[src/design/lbs_pkg.sv]
package lbs_pkg;

	localparam int SRC_DEPTH   = 65536;
	localparam int SRC_ADDR_W  = 16;
	localparam int SURFACE_MAX = 1024;
	localparam int COLOR_W     = 24;
	localparam int QUOT_W      = 9;
	localparam int NUM_W       = 20;
	localparam int DIV_STEPS   = 9;
	localparam int GDIV_W      = 20;

	typedef enum logic {
		OP_LOAD  = 1'b0,
		OP_PIXEL = 1'b1
	} lbs_op_t;

	typedef enum logic [1:0] {
		ST_OK          = 2'd0,
		ST_BAD_SURFACE = 2'd1,
		ST_OUTSIDE     = 2'd2
	} lbs_status_t;

	typedef enum logic [2:0] {
		REG_SRC_W    = 3'd0,
		REG_SRC_H    = 3'd1,
		REG_STRIDE   = 3'd2,
		REG_SURF_W   = 3'd3,
		REG_SURF_H   = 3'd4,
		REG_MARGIN   = 3'd5,
		REG_FILL     = 3'd6
	} lbs_reg_t;

	typedef enum logic [2:0] {
		G_IDLE,
		G_FIT,
		G_CMP,
		G_DIV,
		G_SET,
		G_ORG
	} lbs_gstate_t;

	typedef struct packed {
		logic        operation;
		logic [15:0] load_index;
		logic [23:0] load_color;
		logic [9:0]  out_x;
		logic [9:0]  out_y;
	} lbs_in_t;

	typedef struct packed {
		logic [23:0] pixel_color;
		logic [1:0]  status;
	} lbs_out_t;

	typedef struct packed {
		logic [8:0]  src_w;
		logic [8:0]  src_h;
		logic [8:0]  stride;
		logic [10:0] surf_w;
		logic [10:0] surf_h;
		logic [7:0]  margin;
		logic [23:0] fill;
	} lbs_cfg_t;

	typedef struct packed {
		logic [8:0]  sw;
		logic [8:0]  sh;
		logic [10:0] dw;
		logic [10:0] dh;
		logic [10:0] ox;
		logic [10:0] oy;
	} lbs_geom_t;

	typedef struct packed {
		lbs_op_t                 op;
		lbs_status_t             status;
		logic                    in_rect;
		logic                    addr_ok;
		logic [SRC_ADDR_W-1:0]   load_index;
		logic [COLOR_W-1:0]      load_color;
		logic [9:0]              x;
		logic [9:0]              y;
		logic [NUM_W-1:0]        rx;
		logic [NUM_W-1:0]        ry;
		logic [QUOT_W-1:0]       qx;
		logic [QUOT_W-1:0]       qy;
		logic [SRC_ADDR_W-1:0]   addr;
	} lbs_pipe_t;

endpackage

[src/design/lbs_div_stage.sv]
module lbs_div_stage import lbs_pkg::*; (
	input  lbs_pipe_t   din,
	input  logic [10:0] dw,
	input  logic [10:0] dh,
	input  logic [3:0]  shift,
	output lbs_pipe_t   dout
);

	logic [NUM_W-1:0] dsx, dsy;

	assign dsx = NUM_W'(dw) << shift;
	assign dsy = NUM_W'(dh) << shift;

	always_comb begin
		dout = din;
		if (din.rx >= dsx) begin
			dout.rx = din.rx - dsx;
			dout.qx = din.qx | (QUOT_W'(1) << shift);
		end
		if (din.ry >= dsy) begin
			dout.ry = din.ry - dsy;
			dout.qy = din.qy | (QUOT_W'(1) << shift);
		end
	end

endmodule

[config.mk]
export PLATFORM = sky130hd
export DESIGN_NAME = lbs_div_stage
export DESIGN_NICKNAME = d
export VERILOG_FILES = /design/src/design/lbs_pkg.sv /design/src/design/lbs_div_stage.sv
export SDC_FILE = /design/constraint.sdc
export NUM_CORES = 1
export LEC_CHECK = 0
export CORE_AREA = 3 3 116 118
export DETAILED_ROUTE_END_ITERATION = 7
export DIE_AREA = 0 0 119 121
export DONT_BUFFER_PORTS = 1
export SKIP_LAST_GASP = 1
export SYNTH_ARGS = -nofsm -noshare
export SYNTH_HDL_FRONTEND = slang
export SYNTH_SLANG_ARGS = --single-unit
[constraint.sdc]
create_clock -name vclk -period 6.85
set_input_delay 0.685 -clock vclk [all_inputs]
set_output_delay 0.685 -clock vclk [all_outputs]
set_load 0.01 [all_outputs]
# Word-level counts from Yosys, hierarchy flattened
# Cells that the tools add are included.
# W data, S select, Z words.
# totals
out_inout_bits	139
in_bits	165
elab_cells	13
ff_bits	0
# op_classes
bitwise	2
shifts	3
mux	4
n_lt_le_gt_ge	2
addsub	2
# op_table
op	n
$ge A20 B20 Y1	2
$mux W20	2
$shl A11 B4 Y20	2
$sub A20 B20 Y20	2
$mux W9	2
$or A9 B9 Y9	2
$shl A1 B4 Y9 const A	1

# Logic depth before layout (Yosys ltp)
# logic_depth
depth_word	3
mapped_depth	17

# Least setup slack after synthesis
# No wires, ideal clock.
# synth_timing
path_type	in2out
startpoint	input shift[1]
endpoint	output dout[42] (netlist name)
required_time_ps	6165
path_buffers	3
t_arrival_ps	4125
setup_slack_ps	2040
path_stages	14
cell_sequence	clkbuf_1 > buf_1 > nor2_1 > and3_1 > ha_1 > fa_1 > and2b_1 > o2111ai_2 > a31o_2 > a211oi_4 > nor3_2 > o21ai_4 > buf_8 > mux2_4
# synth_lines
element	line	rtl
from (decl)	lbs_div_stage.sv:5	input logic [3:0] shift,
to (decl)	lbs_div_stage.sv:6	output lbs_pipe_t dout

==> results.md <==
* Area after DPL at 3840 µm²
* Number of detailed-route iterations in the first pass at 5
* Status: finished, final reports clean
* WL per Instance at 22.3 µm
* Post-synth top cells: buf_4 (82), a21oi_1 (60), nand2_1 (54), nor2_1 (49), ha_1 (40)
* Pwr dens at 136 nW/µm²
* Ranking of synthesized cells by area: buf_4 (14%), ha_1 (12%), mux2i_1 (8.3%)
* Port Buffer Count at 0
* Final setup TNS at 0 ns
* Total Routed Length at 15200 µm
* Peak Freq at 0.196 GHz
* Post-route cell area at 3840 µm²
* Die height at 121 µm
* Clock Buffer Count at 0
* Share of layout cells above drive strength 1 at 11.1%
* Via Count at 4088
* Cell Rows at 41
* Core Util, Final at 30.5%
* Synth cell types at 59
* Setup CP Type: input port to output pin
* Die footprint at 14400 µm²
* Dominant cell type by area after synthesis: buf_4
* HP Start: din[103]
* Static Leak at 1.61 nW
* CTS Hold Bufs at 0
* Fin. Hold Viols at 0
* Max-cap viol count at 0
* Yosys warning total at 0
* Clock period minus final worst setup slack at 5.09 ns
* RSZ-0062 raised after global routing: no
* Max_slew headroom at 34.6%
* Worst Hold Class: input port to output pin
* Max Slew Vio Count at 0
* Die Wd at 119 µm
* First-pass GRT wire length at 22600 µm
* Setup-failing EPs final at 0
* IO Pins at 304
* Total congestion overflow at 0
* Post-route DRC violation count at 0
* Worst Path Arrival at 4.40 ns
* Synthesized area per cell at 7.10 µm²
* Period utilization at 74.3%
* Crit Path Max Fanout at 26
* Synth Net Count at 817
* Initial antenna violation count at 1
* Postcts setup bufs at 0
* Starting Density at 34.5%
* Synthesis-to-finish area growth at -11.4%
* Number of DRC markers in iteration 0 at 285
* Startpoint Class: input port
* Required @ worst endpoint at 6.16 ns
* Synthesized area at 4330 µm²
* Cells after synthesis at 610
* Vias/cell at 6.02
* Worst slew pin tran at 0.979 ns
* Post-CTS Resized at 0
* Most common cell in the netlist: buf_4
* Hold worst-path end: dout[103]
* Worst vdd ir at 0.0368 mV
* Share of the synthesized area in the top cell type at 14.2%
* Largest net degree at the start of global routing at 38
* Placer Congestion at 1.03
* Layout sequential cell count at 0
* Storage element area at 0 µm²
* Crit end category: output pin
* Hold depth at 0
* Sum of net half-perimeters after detailed placement at 13000 µm
* Antenna viol nets, final at 0
* Fillers at 1359
* Core area at 12600 µm²
* Vias in the first global route at 3880
* Tot GR Track Use at 19.5%
* Register area share after synthesis at 0%
* Total Nets Final at 715
layout by cell type, fill, tap and decap left out, drive strengths merged, types with 6 or more instances in the layout:
cell	instances
a21o	14
a21oi	60
a22oi	6
a31o	12
and3	10
ha	40
inv	13
mux2	31
mux2i	36
nand2	54
nand3	13
nand4	7
nor2	49
nor2b	9
nor3	8
o211ai	7
o21a	12
o21ai	28
or2	6
xnor2	21
xor2	9
layout make-up:
type	instances	area, µm²	area share (%)
Antenna cell	1	2.50	0.0652
Inverter	14	52.6	1.37
Multi-Input combinational cell	490	3550	92.6
Tap cell	172	215	5.61
Timing Repair Buffer	2	15.0	0.391
worst max path at each step:
stage	to	start	slack (ns)
floorplan	dout[42]	shift[1]	2.04
global placement	dout[40]	shift[3]	1.97
detailed placement	dout[38]	shift[3]	1.79
CTS	dout[38]	shift[3]	1.78
global route	dout[36]	shift[3]	1.49
finish	dout[37]	shift[3]	1.76
power breakdown:
part,leakage (nW),internal [mW],switching (mW)
clock network,0.00000634,0.0000000195,0
registers,0,0,0
logic,1.61,0.212,0.308
kinds of logic after synthesis:
group                      count (synthesis)  synth area share (%)
adders and majority gates                 42                  12.5
buffers and inverters                    120                  18.0
muxes                                     67                  17.2
xor gates and xnor gates                  30                  6.07
AOI/OAI and AO/OA                        178                  27.6
and+or+nand+nor                          173                  18.7
through the flow:
step	instances	setup slack (ns)	power, mW	hold slack, ns
global route	679	1.49	0.569	1.37
detailed placement	678	1.79	0.515	1.37
CTS	678	1.78	0.517	1.37
global placement	678	1.97	0.513	1.37
finish	679	1.76	0.520	1.37
floorplan	610	2.04	0.482	1.46
worst max-delay path: stages:
cell	delay (ns)
nor2_1	0.65
and3_1	0.36
a21oi_1	0.11
ha_1	0.45
nand2_1	0.10
nor2_1	0.24
a21boi_0	0.40
nor3_2	0.16
o21ai_4	0.78
mux2_2	0.46
layer usage:
metal  wire (µm)  vias to the layer above  track usage [%]
li1            -                     1931                -
met1        5750                     1870             23.3
met2        6840                      215             31.6
met3        1720                       72             6.67
met4         848                        0             8.76
met5           0                        -                0
Power figures use the tool's default switching activity.
